===== src/design/lef_ram.sv =====
module lef_ram #(
    parameter int WIDTH = 32,
    parameter int DEPTH = 64
) (
    input  logic                     aclk,
    input  logic                     we,
    input  logic [$clog2(DEPTH)-1:0] waddr,
    input  logic [WIDTH-1:0]         wdata,
    input  logic                     re,
    input  logic [$clog2(DEPTH)-1:0] raddr,
    output logic [WIDTH-1:0]         rdata
);

    logic [WIDTH-1:0] mem_reg [DEPTH];
    logic [WIDTH-1:0] rdata_reg;

    always_ff @(posedge aclk) begin
        if (we) begin
            mem_reg[waddr] <= wdata;
        end
        if (re) begin
            rdata_reg <= mem_reg[raddr];
        end
    end

    assign rdata = rdata_reg;

endmodule

===== config.mk =====
export PLATFORM = sky130hd
export DESIGN_NAME = lef_ram
export DESIGN_NICKNAME = d
export VERILOG_FILES = /design/src/design/lef_ram.sv
export SDC_FILE = /design/constraint.sdc
export NUM_CORES = 2
export LEC_CHECK = 0
export ABC_AREA = 0
export BUFFER_PORTS_ARGS = -buffer_cell sky130_fd_sc_hd__buf_2
export CAP_MARGIN = 20
export CORE_AREA = 2 2 382 384
export DETAILED_ROUTE_END_ITERATION = 16
export DIE_AREA = 0 0 384 386
export PLACE_DENSITY = 0.8
export RECOVER_POWER = 50
export SYNTH_ARGS = -nofsm -noshare
export SYNTH_HDL_FRONTEND = slang
export SYNTH_SLANG_ARGS = --single-unit

===== constraint.sdc =====
create_clock -name aclk -period 3.8 [get_ports aclk]
set_clock_uncertainty 0.1 [all_clocks]
set_input_delay 0 -clock aclk [delete_from_list [all_inputs] [get_ports aclk]]
set_output_delay 0 -clock aclk [all_outputs]
set_load 0.01 [all_outputs]

==> run summary <==
count leader, synth = edfxtp_1
WHS = 70.4 ps
slew at the pin closest to its max-slew limit = 2740 ps
Synth Instances = 3324
vias in the first global route = 40500
# fillers = 9005
fin crit period = 3600 ps
number of synthesized flops with an enable pin = 2080
row count = 140
CTS buffer count = 192
syn_area_per_cell = 23.7 um^2
non-filler cells, final = 5724
outcome = finished, violations left
Crit path required time = 4120 ps
multi-input logic area = 16000 um^2
routability cong. = 0.838
max_slew headroom = -0.829
Final Power = 0.0475 W
crit path DAT = 3910 ps
# Post-CTS Setup Buffers = 0
Final setup viols = 0
worst setup slack after layout = 204 ps
clock slew at reported path FFs = 60 ps
Register Area = 62500 um^2
core area = 145000 um^2
top cells by instance count after synthesis = edfxtp_1 (2080), mux4_2 (544), nor2_1 (137)
max reg flops = 2048
Area growth syn-to-layout = 13.7%
quantity of gates resized following cts = 0
Highest Clock Rate = 0.278 GHz
Max Cap Viol = 34
global-route wire length before repair = 303000 um
Hold Crit Class = primary input to flop
Via-to-Cell Ratio = 6.96
ratio of final minimum period to clock period = 0.946
VDD IR max = 0.533 mV
Clock Sinks = 2080
dominant cells by area after synthesis = edfxtp_1 (79%), mux4_2 (16%), mux2i_1 (1.2%)
ANT nets after route = 0
Synthesized Nets = 3371
post-place setup slack = 394 ps
Pre-antenna DRT Iters = 6
Pwr Density = 530 nW/um^2
die area = 148000 um^2
violated checks = capacitance limit, slew limit
proportion of layout cells with a drive suffix above 1 = 0.280
max-slew violation count = 1855
GRT Total Usage = 0.293
initial drt markers = 7285
RSZ-0062 raised after global routing = false
synth warn = 0
wire length per cell = 37.6 um
Die X = 384 um
Initial Util = 0.546
CTS tree = built
reg2reg path depth = 4
Clock Tree Buf Depth = 3
worst hold path stage count = 2
Clock Latency Late Sink = 820 ps
DRC Markers = 0
dpl hpwl = 110000 um
sequential area share after synthesis = 0.792
DP Cell Count = 5295
async set-or-reset flop fraction in the synthesized netlist = 0
GRT overflow = 0
CTS H-tree lvls = 4
antenna violations before repair = 20
largest net degree at the start of global routing = 71
Synth Flop Type = edfxtp_1
Vias = 39800
critical path class = primary input to flop
hold buffers post-CTS = 48
area leader, netlist = edfxtp_1
Synth Register Bits = 2080
Worst Path Max Fanout = 13
chip height = 386 um
synthesized cell area = 78800 um^2
IO Pins = 79
Root Driver = clkbuf_16
Worst Setup End Kind = flop
I/O Buffers = 78
top-area cell type share of the netlist area = 0.792
Pleak = 27.8 nW
Routed Wire Length = 215000 um
nets = 3694
Worst setup SP type = primary input
Fin. Hold Viols = 0
final setup TNS = 0 ps
Cell variety after synth = 33
routing by layer:
metal,global-route usage,vias to the layer above,share of wire
met1,0.386,20600,0.33
li1,-,14900,-
met5,0,-,0.00046
met4,0.140,18,0.055
met2,0.468,3587,0.48
met3,0.0708,644,0.14
power breakdown:
group	switching, W	internal (W)
clock	0.00846	0.0110
combinational	0.00150	0.000879
sequential	0.000114	0.0255
total	0.0101	0.0374
path summary, 6_finish.rpt:
kind	startpoint	end	slack, ps
setup / recovery	we	mem_reg[55][24]	200
hold reg to reg	mem_reg[28][8]	rdata[8]	770
hold / removal	wdata[16]	mem_reg[31][16]	70
setup reg to reg	mem_reg[26][29]	rdata[29]	1110
cell usage in the layout, fill, tap and decap left out, types with 29 or more instances in the layout:
master         netlist  final
a21oi_1             62     62
buf_12               0     29
buf_2               57     29
buf_4               25    126
clkbuf_1            74    112
clkbuf_16            0    198
clkinv_1             0     44
clkinv_2             0     32
dlygate4sd3_1        0     51
edfxtp_1          2080   2080
mux2i_1             93     93
mux4_2             544    544
nor2_1             137     75
nor2_4               0     62
o22ai_1             84     84
through the flow:
stage | utilization | instance area [um^2]
floorplan | - | 78800
global placement | 0.573 | 82800
detailed placement | 0.573 | 82800
CTS | 0.620 | 89500
global route | 0.620 | 89600
finish | 0.620 | 89600
critical path, stage by stage:
cell and delay [ps]:
dlygate4sd3_1 640, buf_2 220, nor2b_1 210, nand4_1 320
dlygate4sd3_1 730, nor2_4 450, dlygate4sd3_1 1340
kinds of logic after synthesis:
family	share of synthesized area
buf+inv	0.0112
simple gates	0.0126
mux	0.167
flops	0.792
compound gates	0.0167
layout make-up:
class | count | area share
clock buffer | 237 | 0.0569
clock inverter | 111 | 0.0130
tap | 1917 | 0.0268
antenna | 6 | 0.000168
multi-input combinational | 1062 | 0.178
timing repair buffer | 311 | 0.0279
sequential | 2080 | 0.697
No activity file was read; power rests on OpenSTA's default activity.
